[config.mk]
export PLATFORM = sky130hd
export DESIGN_NAME = mbet_reorder
export DESIGN_NICKNAME = d
export VERILOG_FILES = /design/src/design/mbet_pkg.sv /design/src/design/mbet_reorder.sv
export SDC_FILE = /design/constraint.sdc
export NUM_CORES = 1
export LEC_CHECK = 0
export BUFFER_PORTS_ARGS = -buffer_cell sky130_fd_sc_hd__buf_4
export CAP_MARGIN = 5
export CORE_MARGIN = 1
export CORE_UTILIZATION = 50
export DETAILED_ROUTE_END_ITERATION = 8
export GPL_ROUTABILITY_DRIVEN = 0
export HOLD_SLACK_MARGIN = 0.06
export PLACE_DENSITY = 0.79
export SLEW_MARGIN = 20
export SYNTH_ARGS = -nofsm -noshare
export SYNTH_HDL_FRONTEND = slang
export SYNTH_SLANG_ARGS = --single-unit
[constraint.sdc]
create_clock -name clk_i -period 7.6 [get_ports clk_i]
set_input_delay 1.52 -clock clk_i [delete_from_list [all_inputs] [get_ports clk_i]]
set_output_delay 1.52 -clock clk_i [all_outputs]
set_load 0.1 [all_outputs]
[src/design/mbet_pkg.sv]
// Shared types, constants and helpers for the escape-time core.
// No dependencies; imported by every module of the block.
`timescale 1ns / 1ps

package mbet_pkg;

  localparam int INDEX_BITS = 12;
  localparam int FRAC_BITS  = 24;
  localparam int ITER_W     = 16;
  localparam int RAD_W      = 7;
  localparam int STEP_W     = 31;
  localparam int MAG_W      = 64 - 2 * FRAC_BITS;

  localparam int ROB_DEPTH  = 4;
  localparam int TAG_W      = $clog2(ROB_DEPTH);

  localparam int APB_AW     = 5;
  localparam int REG_IDX_W  = 3;

  typedef enum logic [REG_IDX_W-1:0] {
    REG_ORIGIN_RE  = 3'd0,
    REG_ORIGIN_IM  = 3'd1,
    REG_PIXEL_STEP = 3'd2,
    REG_MAX_ITER   = 3'd3,
    REG_RADIUS_SQ  = 3'd4
  } mbet_reg_e;

  localparam logic signed [31:0]     RST_ORIGIN_RE = -32'sd40265318;
  localparam logic signed [31:0]     RST_ORIGIN_IM = -32'sd9227469;
  localparam logic [STEP_W-1:0]      RST_STEP      = 31'd37749;
  localparam logic [ITER_W-1:0]      RST_MAX_ITER  = 16'd256;
  localparam logic [RAD_W-1:0]       RST_RADIUS_SQ = 7'd100;

  localparam logic signed [63:0] SAT_HI = 64'sh0000_0000_7fff_ffff;
  localparam logic signed [63:0] SAT_LO = -64'sh0000_0000_8000_0000;

  typedef struct packed {
    logic [INDEX_BITS-1:0] pixel_col;
    logic [INDEX_BITS-1:0] pixel_row;
  } mbet_in_t;

  typedef struct packed {
    logic [ITER_W-1:0]  iter_count;
    logic               inside_res;
    logic signed [31:0] escape_re;
    logic signed [31:0] escape_im;
  } mbet_out_t;

  typedef struct packed {
    logic signed [31:0] origin_re;
    logic signed [31:0] origin_im;
    logic [STEP_W-1:0]  pixel_step;
    logic [ITER_W-1:0]  max_iter;
    logic [RAD_W-1:0]   escape_radius_sq;
  } mbet_cfg_t;

  typedef struct packed {
    logic             valid;
    logic [TAG_W-1:0] tag;
    mbet_out_t        res;
  } mbet_done_t;

  function automatic logic signed [31:0] sat32(input logic signed [63:0] v);
    if (v > SAT_HI) begin
      return 32'sh7fff_ffff;
    end else if (v < SAT_LO) begin
      return 32'sh8000_0000;
    end
    return v[31:0];
  endfunction

endpackage

[src/design/mbet_reorder.sv]
// Reorder buffer: hands out tags, collects finished words, retires in order.
// Depends on mbet_pkg.
`timescale 1ns / 1ps

module mbet_reorder import mbet_pkg::*; (
  input  logic             clk_i,
  input  logic             rst_ni,
  input  logic             accept_i,
  input  mbet_done_t       done_i,
  output logic [TAG_W-1:0] tag_o,
  output logic             full_o,
  output logic             result_valid_o,
  output mbet_out_t        result_o
);

  mbet_out_t              rob_q [ROB_DEPTH];
  logic [ROB_DEPTH-1:0]   done_q, done_d;
  logic [TAG_W-1:0]       head_q, head_d, tail_q, tail_d;
  logic [TAG_W:0]         cnt_q, cnt_d;
  logic                   retire;
  logic                   res_vld_q;
  mbet_out_t              res_q;

  assign retire = done_q[head_q];
  assign full_o = cnt_q == (TAG_W + 1)'(ROB_DEPTH);
  assign tag_o  = tail_q;

  always_comb begin
    done_d = done_q;
    if (retire) begin
      done_d[head_q] = 1'b0;
    end
    if (done_i.valid) begin
      done_d[done_i.tag] = 1'b1;
    end
    head_d = retire   ? head_q + TAG_W'(1) : head_q;
    tail_d = accept_i ? tail_q + TAG_W'(1) : tail_q;
    unique case ({accept_i, retire})
      2'b10:   cnt_d = cnt_q + (TAG_W + 1)'(1);
      2'b01:   cnt_d = cnt_q - (TAG_W + 1)'(1);
      default: cnt_d = cnt_q;
    endcase
  end

  always_ff @(posedge clk_i or negedge rst_ni) begin
    if (!rst_ni) begin
      done_q    <= '0;
      head_q    <= '0;
      tail_q    <= '0;
      cnt_q     <= '0;
      res_vld_q <= 1'b0;
    end else begin
      done_q    <= done_d;
      head_q    <= head_d;
      tail_q    <= tail_d;
      cnt_q     <= cnt_d;
      res_vld_q <= retire;
    end
  end

  always_ff @(posedge clk_i) begin
    if (done_i.valid) begin
      rob_q[done_i.tag] <= done_i.res;
    end
    if (retire) begin
      res_q <= rob_q[head_q];
    end
  end

  assign result_valid_o = res_vld_q;
  assign result_o       = res_q;

endmodule

Word level (Yosys, flattened, before mapping)
Memory sizes are Yosys's and may differ from the RTL's. A register that Yosys moved wholly into a read port is not among the register bits.
Cells that the tools add are included.

storage, ports and cells
  input port bits = 87
  RAM bits = 324
  output and inout port bits = 85
  memories = 1
  register bits = 12
  logic and storage cells = 34

memories
  name   words  width  rd ports  clocked after memory_dff  wr ports  line                text
  rob_q  4      81     1         1                         1         mbet_reorder.sv:16  mbet_out_t rob_q [ROB_DEPTH];

cells by class
  order comparisons = 4
  equal/unequal tests = 3
  multiplexer cells = 11
  reductions and logical operators = 3
  bitwise logic cells = 3
  $add $sub $neg = 4

operators with widths
  operator             count
  $mux 4               2
  $lt 2x3->1 const B   2
  $pmux 3 s2           1
  $mux 1               5
  $add 2x1->2 const B  2
  $and 4x4->4          1
  $demux 1 s2          2
  $ge 2x1->1 const B   2
  $not 4->4            1
  $or 4x4->4           1
  $add 3x1->3 const B  1
  $eq 3x3->1 const B   1
  $sub 3x1->3 const B  1
  $bmux 1 s2           1
  $eq 2x1->1 const B   1
  $eq 2x2->1 const B   1
  $logic_and 1x1->1    2
  $reduce_bool 2->1    1

Depth between registers and ports, before layout
  depth in word-level cells = 9
  gate-level depth with buffers = 9
  depth with buffers taken out = 8

Least setup slack after synthesis
Ideal clock, no wire load.

  path kind = input -> register
  from = input done_i[82] in the netlist's numbering
  to = memory rob_q[0][0] in the netlist's numbering, enable pin
  setup slack = -0.538 ns
  required time = 6.959 ns
  buffers on the path = 0
  arrival = 7.498 ns
  library setup time = 0.641 ns
  stages = 1
  cell sequence = nor3b_1

RTL lines
  what                line                text
  start: declaration  mbet_reorder.sv:9   input mbet_done_t done_i,
  end: declaration    mbet_reorder.sv:16

Straight into the memory's write port.

Worst setup path in the final report
  from = register head_q[1]
  to = register, netlist name result_o[33]

between the ends
  longest elaborated chain between the ends = 2

ends and longest elaborated chain
  what                          line                text
  start: declaration            mbet_reorder.sv:18  logic [TAG_W-1:0] head_q, head_d, tail_q, tail_d;
  start signal: assignment      mbet_reorder.sv:48  head_q <= '0;
  start signal: assignment      mbet_reorder.sv:54  head_q <= head_d;
  $bmux 1 s2                    mbet_reorder.sv:24  assign retire = done_q[head_q];
  $mux 1 (not written as such)  mbet_reorder.sv:24
  via retire                    mbet_reorder.sv:20  logic retire;

The timed path passes the listed nets, and every way through them passes these cells. The select of a mux whose other input is x is not followed.
A chain may end at the register's enable or synchronous reset.

==> results.py <==
metrics = {
    "synthesis": {
        "synth_top_cell_by_area": "edfxtp_1",
        "synthFlopType": "edfxtp_1",
        "synth-edff-count": 405,
        "synth_warnings": 0,
        "yosysSeqAreaShare_pct": 84.06,
        "synthTopCellsByArea": "edfxtp_1, mux4_2, dfrtp_1",
        "syn_area_sq_mm": 0.01483,
        "syn_area_per_cell_sq_um": 26.19,
        "synth_nets": 659,
        "yosys.area.top_type_share_pct": 82.03,
        "ys_top_cells_by_count": "edfxtp_1, mux4_2, dfrtp_1",
        "async_reset_ff_share_pct": 2.878,
        "synth.most_common_cell": "edfxtp_1",
        "synth_cell_type_count": 32,
        "synth_cells": 566,
        "yosys_register_bits": 417,
    },
    "timing": {
        "final_hold_viol_count": 0,
        "finalSetupViolCount": 0,
        "final.period_utilization_pct": 49.51,
        "maxSlewHeadroom_pct": 36.34,
        "tightest_slew_ns": 0.9548,
        "final.min_clock_period_ns": 3.763,
        "fmax_mhz": 265.8,
        "tns_ns": 0,
        "fin_skew_ns": 0.01040,
        "rsz0062_at_grt": "no",
        "hold_ws_ns": 0.4683,
        "slew_viol_final": 0,
    },
    "min_path": {
        "hp-class": "register to register",
        "holdPathStages": 1,
    },
    "floorplanning": {
        "die-area_sq_mm": 0.03034,
        "rows": 62,
        "ios": 172,
        "die_w_um": 174.2,
        "core_region_area_sq_mm": 0.02894,
        "die_h_um": 174.2,
        "start_util_pct": 51.24,
    },
    "layout": {
        "drive_above_1_share_pct": 41.29,
        "antennaDiodeCount": 0,
        "area_growth_pct": 20.83,
        "nets": 863,
        "fillers": 1957,
        "fin_util_pct": 61.91,
    },
    "clock_network": {
        "cts_buffers": 42,
        "post_cts_buffers": 0,
        "clk_pin_slew_ns": 0.06,
        "ctsHoldBuffers": 0,
        "tritoncts": "done",
        "clockBufferDepth": 3,
        "clock_sinks": 417,
        "htree_levels": 2,
        "root_buffer": "clkbuf_16",
        "ctsResizeCount": 0,
        "clock_latency_ns": 0.51,
    },
    "routing": {
        "wire_per_inst_um": 21.43,
        "drt-total-wl_um": 25460,
        "drc": 0,
        "ant_nets": 0,
        "via_per_inst": 5.380,
        "drtPass1Iterations": 4,
        "via_count": 6391,
        "dr.first_iter.drc_count": 434,
    },
    "critical_path": {
        "path_common_cell": "buf_4",
        "path_buf_inv": 2,
        "rr_worst_depth": 4,
        "critPathArrivalTime_ns": 3.90,
        "cp.required_ns": 7.73,
        "critPathKind": "register to register",
        "cp-start-kind": "register",
        "crit_path_cell_trace": "buf_4, mux2i_1, a21oi_4, buf_4",
        "crit_path_end_kind": "register",
        "slowest_delay_ns": 0.81,
        "worst_path_dominant_cell_family": "buffers and inverters",
        "crit_path_max_fanout": 66,
        "cp_slowest_cell": "dfrtp_4",
        "cp_num_cells": 4,
    },
    "pwr": {
        "ir_drop_v": 0.0003211,
        "power_uw": 7381,
        "powerDensity_mw_per_mm2": 412.0,
        "p_leak_uw": 0.006002,
    },
    "place": {
        "portBuffers": 171,
        "hpwlAfterDp_um": 14350,
    },
    "global_routing": {
        "grt-ovfl-total": 0,
        "grt_usage_pct": 16.92,
        "grt_pass1_vias": 6740,
        "antenna_found_initial": 0,
        "grt_pass1_wl_um": 38380,
        "grt_max_degree": 67,
    },
    "status": {
        "status": "finished, final reports clean",
    },
    "flow_run": {
        "maxCapViolCount": 0,
    },
}
cell type report:
class | instances | area (sq um) | share of cell area [%]
Clock buffer | 50 | 1145 | 6.391
Clock inverter | 28 | 237.7 | 1.327
Inverter | 4 | 15.01 | 0.08382
Multi-Input combinational cell | 125 | 2215 | 12.36
Sequential cell | 417 | 12470 | 69.61
Tap cell | 384 | 480.5 | 2.682
Timing Repair Buffer | 180 | 1351 | 7.544
final timing paths:
kind	startpoint	to	slack, ns
worst max-delay path	head_q[1]	result_o[33]	3.84
worst min-delay path	cnt_q[2]	cnt_q[2]	0.47
worst max register to register	head_q[1]	result_o[33]	3.84
worst min register to register	cnt_q[2]	cnt_q[2]	0.47
max in group asynchronous	rst_ni	head_q[0]	6.57
min in group asynchronous	rst_ni	done_q[0]	0.84
kinds of logic after synthesis:
| logic type | after synthesis | synth area share [%] |
|---|---|---|
| xor gates and xnor gates | 5 | 0.2954 |
| muxes | 83 | 12.45 |
| adders and majority gates | 6 | 0.5570 |
| buffers and inverters | 24 | 1.266 |
| DFF | 417 | 84.06 |
| and+or+nand+nor | 20 | 0.7849 |
| AOI/OAI and AO/OA | 11 | 0.5908 |
power breakdown:
| group | internal (uW) | switching [uW] |
|---|---|---|
| registers | 2920 | 171 |
| logic | 551 | 1720 |
| clock network | 1210 | 799 |
| total | 4690 | 2690 |
metrics by stage:
stage | std cells | setup slack [ns] | area [sq um]
final | 1188 | 3.837 | 17910
after global routing | 1188 | 3.557 | 17910
after CTS | 1188 | 3.758 | 17910
after detailed placement | 1110 | 3.784 | 16530
after global placement | 1110 | 3.878 | 16530
after floorplan | 566 | 1.217 | 14830
metal layers:
metal	global-route usage [%]	wire length, um
met5	0	0
met4	3.947	424
met3	3.696	1516
met2	29.07	13020
met1	22.17	10490
sequential cells by signal, summed over array words and instances (netlist names):
name / cells
rob_q: 324
result_o: 81
done_q: 4
cnt_q: 3
head_q: 2
tag_o: 2
result_valid_o: 1
cell usage in the layout, fill, tap and decap left out, drive strengths merged, types with 3 or more instances in the layout:
cell type  netlist  final
nor2b            6      6
nand3            3      3
clkbuf           2     50
edfxtp         405    405
inv              4      5
clkinv           0     21
a21oi            3      3
dfrtp           12     12
buf             18    180
bufinv           0      4
nor2             3      3
xnor2            3      3
ha               5      5
mux4            81     81
Note: power is estimated with default switching activity, not from simulation.
