==> src/design/mbet_pkg.sv <==
// Shared types, constants and helpers for the escape-time core.
// No dependencies; imported by every module of the block.
`timescale 1ns / 1ps

package mbet_pkg;

  localparam int INDEX_BITS = 12;
  localparam int FRAC_BITS  = 24;
  localparam int ITER_W     = 16;
  localparam int RAD_W      = 7;
  localparam int STEP_W     = 31;
  localparam int MAG_W      = 64 - 2 * FRAC_BITS;

  localparam int ROB_DEPTH  = 4;
  localparam int TAG_W      = $clog2(ROB_DEPTH);

  localparam int APB_AW     = 5;
  localparam int REG_IDX_W  = 3;

  typedef enum logic [REG_IDX_W-1:0] {
    REG_ORIGIN_RE  = 3'd0,
    REG_ORIGIN_IM  = 3'd1,
    REG_PIXEL_STEP = 3'd2,
    REG_MAX_ITER   = 3'd3,
    REG_RADIUS_SQ  = 3'd4
  } mbet_reg_e;

  localparam logic signed [31:0]     RST_ORIGIN_RE = -32'sd40265318;
  localparam logic signed [31:0]     RST_ORIGIN_IM = -32'sd9227469;
  localparam logic [STEP_W-1:0]      RST_STEP      = 31'd37749;
  localparam logic [ITER_W-1:0]      RST_MAX_ITER  = 16'd256;
  localparam logic [RAD_W-1:0]       RST_RADIUS_SQ = 7'd100;

  localparam logic signed [63:0] SAT_HI = 64'sh0000_0000_7fff_ffff;
  localparam logic signed [63:0] SAT_LO = -64'sh0000_0000_8000_0000;

  typedef struct packed {
    logic [INDEX_BITS-1:0] pixel_col;
    logic [INDEX_BITS-1:0] pixel_row;
  } mbet_in_t;

  typedef struct packed {
    logic [ITER_W-1:0]  iter_count;
    logic               inside_res;
    logic signed [31:0] escape_re;
    logic signed [31:0] escape_im;
  } mbet_out_t;

  typedef struct packed {
    logic signed [31:0] origin_re;
    logic signed [31:0] origin_im;
    logic [STEP_W-1:0]  pixel_step;
    logic [ITER_W-1:0]  max_iter;
    logic [RAD_W-1:0]   escape_radius_sq;
  } mbet_cfg_t;

  typedef struct packed {
    logic             valid;
    logic [TAG_W-1:0] tag;
    mbet_out_t        res;
  } mbet_done_t;

  function automatic logic signed [31:0] sat32(input logic signed [63:0] v);
    if (v > SAT_HI) begin
      return 32'sh7fff_ffff;
    end else if (v < SAT_LO) begin
      return 32'sh8000_0000;
    end
    return v[31:0];
  endfunction

endpackage

==> src/design/mbet_cfg_regs.sv <==
// APB register file holding origin, step, iteration limit and radius.
// Depends on mbet_pkg.
`timescale 1ns / 1ps

module mbet_cfg_regs import mbet_pkg::*; (
  input  logic              clk_i,
  input  logic              rst_ni,
  input  logic              psel,
  input  logic              penable,
  input  logic              pwrite,
  input  logic [APB_AW-1:0] paddr,
  input  logic [31:0]       pwdata,
  output logic [31:0]       prdata,
  output logic              pready,
  output mbet_cfg_t         cfg_o
);

  mbet_cfg_t cfg_q, cfg_d;
  logic      wr_en;
  mbet_reg_e idx;

  assign pready = 1'b1;
  assign wr_en  = psel & penable & pwrite;
  assign idx    = mbet_reg_e'(paddr[APB_AW-1:2]);

  always_comb begin
    cfg_d = cfg_q;
    if (wr_en) begin
      unique case (idx)
        REG_ORIGIN_RE:  cfg_d.origin_re        = pwdata;
        REG_ORIGIN_IM:  cfg_d.origin_im        = pwdata;
        REG_PIXEL_STEP: cfg_d.pixel_step       = pwdata[STEP_W-1:0];
        REG_MAX_ITER:   cfg_d.max_iter         = pwdata[ITER_W-1:0];
        REG_RADIUS_SQ:  cfg_d.escape_radius_sq = pwdata[RAD_W-1:0];
        default: ;
      endcase
    end
  end

  always_comb begin
    unique case (idx)
      REG_ORIGIN_RE:  prdata = cfg_q.origin_re;
      REG_ORIGIN_IM:  prdata = cfg_q.origin_im;
      REG_PIXEL_STEP: prdata = 32'(cfg_q.pixel_step);
      REG_MAX_ITER:   prdata = 32'(cfg_q.max_iter);
      REG_RADIUS_SQ:  prdata = 32'(cfg_q.escape_radius_sq);
      default:        prdata = '0;
    endcase
  end

  always_ff @(posedge clk_i or negedge rst_ni) begin
    if (!rst_ni) begin
      cfg_q.origin_re        <= RST_ORIGIN_RE;
      cfg_q.origin_im        <= RST_ORIGIN_IM;
      cfg_q.pixel_step       <= RST_STEP;
      cfg_q.max_iter         <= RST_MAX_ITER;
      cfg_q.escape_radius_sq <= RST_RADIUS_SQ;
    end else begin
      cfg_q <= cfg_d;
    end
  end

  assign cfg_o = cfg_q;

endmodule

==> config.mk <==
export PLATFORM = sky130hd
export DESIGN_NAME = mbet_cfg_regs
export DESIGN_NICKNAME = d
export VERILOG_FILES = /design/src/design/mbet_pkg.sv /design/src/design/mbet_cfg_regs.sv
export SDC_FILE = /design/constraint.sdc
export NUM_CORES = 1
export LEC_CHECK = 0
export BUFFER_PORTS_ARGS = -buffer_cell sky130_fd_sc_hd__buf_2
export CORE_AREA = 2 2 106 108
export CTS_CLUSTER_DIAMETER = 80
export DETAILED_ROUTE_END_ITERATION = 8
export DIE_AREA = 0 0 108 110
export PLACE_DENSITY_LB_ADDON = 0.1
export SETUP_SLACK_MARGIN = 0.4
export SYNTH_ARGS = -nofsm -noshare
export SYNTH_HDL_FRONTEND = slang
export SYNTH_SLANG_ARGS = --single-unit
==> constraint.sdc <==
create_clock -name clk_i -period 1.75 [get_ports clk_i]
set_input_delay 0.0875 -clock clk_i [delete_from_list [all_inputs] [get_ports clk_i]]
set_output_delay 0.0875 -clock clk_i [all_outputs]
set_load 0.05 [all_outputs]
-- Word-level counts from Yosys, hierarchy flattened
Index checks and enable logic that the tools add are counted.
- flip-flop bits (word level): 118
- bits of input ports: 42
- reductions and logical operators: 6
- bitwise operators: 2
- equal/unequal tests: 4
- mux-type cells: 1
- operator list (operator ; number):
    one-hot mux 32 bit (5 select lines) ; 1
    AND reduction 2 bit ; 5
    equality test 3 x 2 -> 1 bit, second input constant ; 2
    equality test 3 x 1 -> 1 bit, second input constant ; 1
    equality test 3 bit, second input constant ; 1
    logical NOT 3 bit ; 1
    bitwise AND 1 bit ; 2

-- Logic depth before layout (Yosys ltp)
Gate-level depths: netlist of run 1.
- depth after elaboration: 3
- mapped depth: 6
- mapped depth without buffers: 3

-- Least setup slack after synthesis of run 1
No wires, ideal clock.
- path type: input to output
- start point: input port paddr[2]
- end point: output port prdata[16]
- stages on the path: 6
- data required time: 1.662 ns
- arrival: 1.867 ns
- buffers on the path: 3
- slack: -0.205 ns
- cell sequence: buf_4 buf_4 nor2b_1 clkbuf_1 nand2_1 a21oi_1
- longest elaborated chain between the ends: 2
- elaborated cells between the ends (all ways): 6
- ends and longest elaborated chain (item ; line ; RTL):
    start: declaration ; mbet_cfg_regs.sv:11 ; input logic [APB_AW-1:0] paddr,
    equality test 3 bit, or another cell as far along ; mbet_cfg_regs.sv:41 ; unique case (idx)
    one-hot mux 32 bit (5 select lines) (*) ; mbet_cfg_regs.sv:41 ;
    end: declaration ; mbet_cfg_regs.sv:13 ; output logic [31:0] prdata,
Mark *: on every way between the ends. The rest lies on a longest branch, timed or not.

-- Worst setup path in the final report of run 1
- start point: register cfg_q (netlist bit cfg_o[76])
- end point: output port prdata[22]
- longest elaborated chain between the ends: 1
- ends and longest elaborated chain (item ; line ; RTL):
    start: declaration ; mbet_cfg_regs.sv:18 ; mbet_cfg_t cfg_q, cfg_d;
    start signal: assignment ; mbet_cfg_regs.sv:59 ; cfg_q <= cfg_d;
    one-hot mux 32 bit (5 select lines) ; mbet_cfg_regs.sv:41 ;
Every way passes these cells.

==> results of run 1 <==
-- cells by family after synthesis --
logic type	Yosys count	share of synthesized area [%]
compound gates	36	3.65
simple gates	58	6.57
other cells	1	0.0663
mux	150	33.3
buf+inv	29	3.03
flops	118	53.4
-- through the flow --
step	cell area (um^2)	util [%]
global route	10100	94.3
finish	10100	94.3
floorplan	6180	-
CTS	9560	89.3
global placement	7360	68.8
detailed placement	7360	68.8
-- cell type report --
class                           count  area [um^2]
Sequential cell                   118         3030
Fill cell                         273          612
Tap cell                          140          175
Clock inverter                      4         45.0
Clock buffer                       28          505
Timing Repair Buffer              331         3330
Multi-Input combinational cell    245         3000
-- synth_stat cells (all sizes together) (8+ instances only) --
| cell | instances |
|---|---|
| dfstp | 53 |
| nor2b | 12 |
| clkbuf | 8 |
| nor3b | 10 |
| dfrtp | 65 |
| a21oi | 22 |
| mux4 | 9 |
| nand2 | 16 |
| or2 | 15 |
| mux2i | 16 |
| buf | 21 |
| mux2 | 125 |
-- tightest hold or removal path, delay by kind of cell --
kind          cells  cell delay, ps
simple gates      2             210
mux               1             210
buf+inv           1             130
-- how the worst max path moves through the flow --
stage | startpoint | endpoint | cells after the start
floorplan | cfg_o[75] | prdata[21] | 3
global placement | paddr[4] | cfg_o[96] | 5
detailed placement | paddr[4] | cfg_o[88] | 5
CTS | cfg_o[18] | prdata[11] | 3
global route | cfg_o[76] | prdata[22] | 4
finish | cfg_o[76] | prdata[22] | 4
-- power breakdown --
| group | internal, mW | leakage (nW) | switching [mW] |
|---|---|---|---|
| clock network | 2.07 | 0.273 | 1.25 |
| logic | 2.78 | 3.00 | 3.63 |
| registers | 3.46 | 1.37 | 0.551 |
-- what timing repair did --
| action | CTS | global route |
|---|---|---|
| pin swaps | 23 | 4 |
| hold endpoints to repair | 183 | 0 |
| hold buffers | 33 | 0 |
| buffers inserted | 58 | 29 |
| endpoints found under the setup margin | 85 | 101 |
| resized for setup | 262 | 96 |
| gates cloned | 0 | 0 |
-- per-layer routing --
| metal | share of wire [%] | GRT usage, % | vias to the layer above |
|---|---|---|---|
| met5 | 0 | 0 | - |
| met4 | 4.3 | 17.7 | 0 |
| met3 | 7.3 | 8.35 | 84 |
| met2 | 53 | 57.3 | 338 |
| met1 | 35 | 36.9 | 2596 |
| li1 | - | - | 2057 |
==> metrics.cfg, run 1 <==
[logic_synthesis]
ys_top_cells_by_area = dfrtp_1 29%, dfstp_2 25%, mux2_2 19%, mux2_4 8.0%, mux4_2 3.6%
synth_ff_type = dfrtp_1
async_flop_share_pct = 100
ys_seq_area_share_pct = 53.4
yosysTopAreaCell = dfrtp_1
yosys_warnings = 0
synth_area_um2 = 5660
synth-seq-cells = 118
ys_types = 27
syn_inst = 392
synth-edff-count = 0
synth_nets = 434
avgSynthCellArea_um2 = 14.4
yosys.area.top_type_share_pct = 28.8

[global_route]
track_usage_pct = 32.8
grt_start_max_net_pins = 119
antenna_found_initial = 0
grt_pass1_wl_mm = 28.9
grt_pass1_vias = 5236
overflow = 0

[critical_path]
start_kind = register
crit_path_max_fanout = 2
max_stage_delay_ps = 540
path_class = register to primary output
crit_arrival_ps = 1770
crit_buf_inv = 1
r2r_setup_slack_ps = 620
r2r-end = cfg_o[21]
rr_worst_depth = 4
r2r_start = cfg_o[21]
cp_cell_sequence = mux2i_1 > or2_4 > a21oi_4 > buf_6
endpoint_kind = primary output
cp.required_ps = 1660
crit_family = flip-flops
cpMaxStageDelayCell = dfstp_2

[floorplan]
core_um2 = 10700
die_y_um = 110
initial_utilization_pct = 52.9
die_x_um = 108
rows = 38
dieArea_um2 = 11900
ioPinCount = 193

[finish]
final_common_cell = buf_6
drive_gt1_share_pct = 81.3
largest_reg_flops = 118
nNetsFinal = 755
final_cell_mix = 104 x buf_6, 88 x mux2_2, 78 x buf_2, 57 x buf_8, 54 x dfrtp_1
areaGrowthSynthToFinish_pct = 78.3
final_cells = 866
n_antenna_cell = 0

[clocking]
cts_tree = done
cts_buffers = 17
cts_max_path_buffers = 2
clk_pin_slew_ps = 60
cts_root_buf = clkbuf_8
cts_sinks = 118
clock_latency_ps = 530
htreeDepth = 4

[placed_design]
dp_slack_ps = 145
port_buffers = 189
dp.final_hpwl_mm = 9.94
dp.cells = 714
place.gp.congestion = 0.785

[sta]
hold-worst-slack_ps = 150
relSlewSlack_pct = 58.0
fin_crit_ps = 1850
skew_ps = 0
tns_ps = -1340
fin_crit_sh_pct = 106
tightest_slew_ps = 629
setup_viol = 25
rsz0062_at_grt = yes
slew_viol_final = 0
fin_ws_ps = -104
final-hold-violation-count = 0
max_freq_mhz = 539

[route]
vias_per_cell = 5.86
dr.pass1.iters = 5
drc = 0
totalWireLength_mm = 23.1
drtIter0Drc = 319
antenna_left = 0
wl_per_cell_um = 26.7
vias = 5075

[run]
maxCapViolations = 0

[status]
outcome = finished, violations left
violations = setup timing

[power]
leakagePower_nw = 4.65
ir_worst_vdd_mv = 0.999
pwr_density_cell_nw_per_um2 = 1360
total_power_mw = 13.7

[hold_path]
min_delay_worst_endpoint = cfg_o[18]
hp-class = primary input to register
min_from = penable
hold_path_depth = 4

Power figures use the tool's default switching activity.
==> run 2: changes to the inputs <==
- CELL_PAD_IN_SITES_DETAIL_PLACEMENT: not set -> 1
- CELL_PAD_IN_SITES_GLOBAL_PLACEMENT: not set -> 2
- CORE_AREA: 2 2 106 108 -> 2 2 129 131
- DIE_AREA: 0 0 108 110 -> 0 0 131 133
==> run 2 against run 1 <==
Against the previous run: register-to-register slack gained 90 ps; power shrank 9.6%; hold slack gained 38 ps; combinational power shrank 16%; largest power group unchanged; core utilization shrank 37 points; fmax grew 10%; the run now ends clean.
==> metrics.cfg, run 2 (synthesis results as in run 1) <==
[critical_path]
crit_buf_inv = 1
crit_arrival_ps = 1590
crit_path_max_fanout = 3
path_class = register to primary output
crit_family = multiplexers
cp.required_ps = 1660
max_stage_delay_ps = 480
start_kind = register
endpoint_kind = primary output
cpMaxStageDelayCell = mux4_2
cp_cell_sequence = mux4_2 > nor2b_4 > buf_6

[finish]
n_antenna_cell = 0
fillers = 1616
largest_reg_flops = 118
drive_gt1_share_pct = 80.2
nNetsFinal = 730
areaGrowthSynthToFinish_pct = 65.2
final_cell_mix = 121 x buf_2, 86 x mux2_2, 74 x buf_4, 54 x dfrtp_1
final_common_cell = buf_2

[clocking]
clk_pin_slew_ps = 60
cts_max_path_buffers = 2
cts_root_buf = clkbuf_16
cts_buffers = 17
htreeDepth = 4
cts_sinks = 118
cts_tree = done
clock_latency_ps = 410

[route]
antenna_left = 0
vias = 4435
drtIter0Drc = 148
vias_per_cell = 4.82
wl_per_cell_um = 20.3
dr.pass1.iters = 4
wl_met2_mm = 9.85
met3WireLength_um = 818
drt-met1-wl_mm = 7.64
totalWireLength_mm = 18.7
drc = 0
maxUsedRoutingLayer = met5

[global_route]
track_usage_pct = 21.9
grt_start_max_net_pins = 48
antenna_found_initial = 1
grt_pass1_vias = 4779
overflow = 0
grt_pass1_wl_mm = 28.5

[placed_design]
dp.final_hpwl_mm = 11.9
port_buffers = 189
place.gp.congestion = 0.773

[floorplan]
dieArea_um2 = 17400
core_um2 = 16200
initial_utilization_pct = 35.0
die_x_um = 131
ioPinCount = 193
die_y_um = 133
rows = 47

[sta]
setup_viol = 0
max_freq_mhz = 595
tightest_slew_ps = 520
relSlewSlack_pct = 65.3
skew_ps = 0
fin_crit_sh_pct = 96.1
tns_ps = 0
slew_viol_final = 0
rsz0062_at_grt = yes
final-hold-violation-count = 0
fin_crit_ps = 1680

[status]
outcome = complete, no violations

[power]
ir_worst_vdd_mv = 0.696
total_power_mw = 12.4
leakagePower_nw = 4.36
pwr_density_cell_nw_per_um2 = 1330

[hold_path]
hp-class = primary input to asynchronous set/reset pin

[run]
maxCapViolations = 0

-- run 2: cell types whose count changed in the layout (fill, tap and decap cells not counted), sizes merged --
| cell | previous run | this run |
|---|---|---|
| buf | 297 | 267 |
| clkbuf | 29 | 33 |
| clkinv | 3 | 4 |
-- run 2: area by class of cell --
| class | count | area [um^2] | share of cell area (%) |
|---|---|---|---|
| tap | 220 | 275 | 2.95 |
| timing repair buffer | 306 | 2470 | 26.5 |
| sequential | 118 | 3030 | 32.5 |
| clock buffer | 27 | 493 | 5.28 |
| clock inverter | 5 | 50.0 | 0.536 |
| multi-input combinational | 245 | 3020 | 32.3 |
-- run 2: per-stage QoR --
stage	util [%]	instance area (um^2)	hold slack, ps	instances	worst slack [ps]
after floorplan	-	6180	-208	392	278
after global routing	57.8	9340	225	921	10.2
after detailed placement	46.4	7510	87.5	796	120
final	57.8	9340	188	921	68.5
after global placement	46.4	7510	76.3	796	137
after CTS	55.8	9020	196	906	45.4
-- run 2: final timing paths --
check	from	slack (ps)	cells after the start	end
worst min register to register	cfg_o[26]	510	1	cfg_o[26]
worst max register to register	cfg_o[64]	710	3	cfg_o[64]
worst min-delay path	rst_ni	190	2	cfg_o[39]
min in group clk_i	penable	220	4	cfg_o[8]
worst max-delay path	cfg_o[21]	70	3	prdata[14]
max in group asynchronous	rst_ni	830	3	cfg_o[74]
-- run 2: metal layers --
metal  vias up  GRT usage, %
li1       2004             -
met1      2271          27.3
met2       130          37.3
met3        28          4.85
met4         2          7.33
met5         -             0
-- run 2: report_power, final --
part,switching [mW],internal [mW],total [mW]
registers,0.387,3.46,3.84
clock network,1.17,2.05,3.22
logic,3.33,2.03,5.36
total,4.89,7.54,12.4
-- run 2: timing repair --
action                                  4_1_cts  5_1_grt
endpoints found under the setup margin       32       65
hold endpoints to repair                    149        0
hold buffers                                 33        0
setup buffers                                45       15
resized for setup                            82       94
pin swaps                                    26        6
==> run 3: changes to the inputs <==
- SETUP_SLACK_MARGIN: 0.4 -> not set
==> run 3 against run 2 <==
Against the previous run: register-to-register slack better by 210 ps; clock power up 14%; sequential share of layout area grew 3.9 points; fmax shrank 2.4%; sequential power about the same; critical path depth up 1; core utilization shrank 6.4 points; combinational power fell by 17%; sequential cell count unchanged; worst setup slack worse by 41 ps; clock skew did not move; die area unchanged.
==> metrics.cfg, run 3 (synthesis results as in run 1) <==
[status]
outcome = complete, no violations

[critical_path]
cp.required_ps = 1660
r2r-end = cfg_o[74]
rr_worst_depth = 2
r2r_setup_slack_ps = 920
path_class = register to primary output
start_kind = register
crit_arrival_ps = 1640
crit_path_max_fanout = 2
endpoint_kind = primary output
r2r_start = cfg_o[74]

[placed_design]
port_buffers = 189
dp.cells = 799
place.gp.congestion = 0.749
dp_slack_ps = 130
dp.final_hpwl_mm = 11.6

[finish]
final_common_cell = buf_2
fillers = 1683
drive_gt1_share_pct = 74.5
n_antenna_cell = 0
final_cells = 876
finish.utilization_pct = 51.4
nNetsFinal = 685
areaGrowthSynthToFinish_pct = 46.9
largest_reg_flops = 118
final_cell_mix = 162 x buf_2, 93 x mux2_2, 65 x dfrtp_1, 53 x dfstp_2, 40 x buf_4

[global_route]
grt_pass1_vias = 4477
grt_start_max_net_pins = 48
antenna_found_initial = 1
track_usage_pct = 19.7
grt_pass1_wl_mm = 25.8
overflow = 0

[clocking]
cts_tree = done
cts_max_path_buffers = 2
clk_pin_slew_ps = 60
cts_sinks = 118
cts_buffers = 17
clock_latency_ps = 410
cts_root_buf = clkbuf_16
htreeDepth = 4

[hold_path]
hp-class = primary input to asynchronous set/reset pin

[run]
maxCapViolations = 0

[floorplan]
rows = 47
dieArea_um2 = 17400
core_um2 = 16200
initial_utilization_pct = 35.0
die_x_um = 131
ioPinCount = 193
die_y_um = 133

[route]
vias = 4212
wl_per_cell_um = 19.2
vias_per_cell = 4.81
drtIter0Drc = 112
drc = 0
totalWireLength_mm = 16.8
dr.pass1.iters = 4
antenna_left = 0

[sta]
setup_viol = 0
fin_crit_ps = 1720
slew_viol_final = 0
fin_crit_sh_pct = 98.4
skew_ps = 0
hold-worst-slack_ps = 168
max_freq_mhz = 581
final-hold-violation-count = 0
fin_ws_ps = 27.5
rsz0062_at_grt = yes

[power]
pwr_density_cell_nw_per_um2 = 1440
ir_worst_vdd_mv = 0.658
leakagePower_nw = 3.99

==> run 3: cell count changes in the layout (fill, tap and decap cells not counted), sizes merged <==
cell,delta
buf,-41
bufinv,+2
clkbuf,-7
clkinvlp,+1
==> run 3: area by class of cell <==
cell class	instances	area, um^2	share of cell area (%)
Sequential cell	118	3020	36.4
Multi-Input combinational cell	245	2600	31.3
Timing Repair Buffer	261	1780	21.4
Clock buffer	24	512	6.16
Tap cell	220	275	3.31
Clock inverter	8	118	1.42
==> run 3: critical path, cell delays in order (launching register included) <==
cell,delay [ps]
dfstp_2,530
mux2i_1,60
or2_2,280
a21oi_2,170
buf_6,180
==> run 3: metrics by stage <==
| stage | power (mW) | TNS, ps | instance area, um^2 |
|---|---|---|---|
| after global placement | 8.03 | 0 | 7080 |
| after global routing | 12.4 | -109 | 8310 |
| final | 11.9 | 0 | 8310 |
| after floorplan | 7.04 | -393 | 5730 |
| after detailed placement | 8.11 | 0 | 7080 |
| after CTS | 11.9 | -0.682 | 8110 |
==> run 3: worst max path at each step <==
stage	slack, ps	endpoint	from	depth (start not counted)
floorplan	-70	prdata[3]	cfg_o[89]	3
global placement	130	prdata[9]	paddr[2]	5
detailed placement	130	cfg_o[3]	paddr[4]	5
CTS	-0.7	prdata[17]	cfg_o[71]	4
global route	-30	prdata[22]	cfg_o[76]	4
finish	30	prdata[17]	cfg_o[71]	4
==> run 3: routing by layer <==
metal	vias to the layer above	part of all wire (%)	track usage, %
met3	21	6.2	5.86
met1	2148	44	25.2
li1	1912	-	-
met4	2	1.4	6.32
met5	-	0.071	0
met2	129	49	31.8
==> run 3: power breakdown <==
group	total (mW)	leakage (nW)	switching (mW)	internal (mW)
registers	3.85	1.38	0.401	3.45
logic	4.43	2.30	3.02	1.41
clock network	3.66	0.312	1.21	2.46
total	11.9	3.99	4.63	7.31
==> run 3: repair_timing <==
action                                  CTS  global route
gates resized for setup                  26            38
hold buffers                             33             0
pin swaps                                 0            14
hold endpoints to repair                148             0
buffers inserted                          0            12
endpoints found under the setup margin   19            27
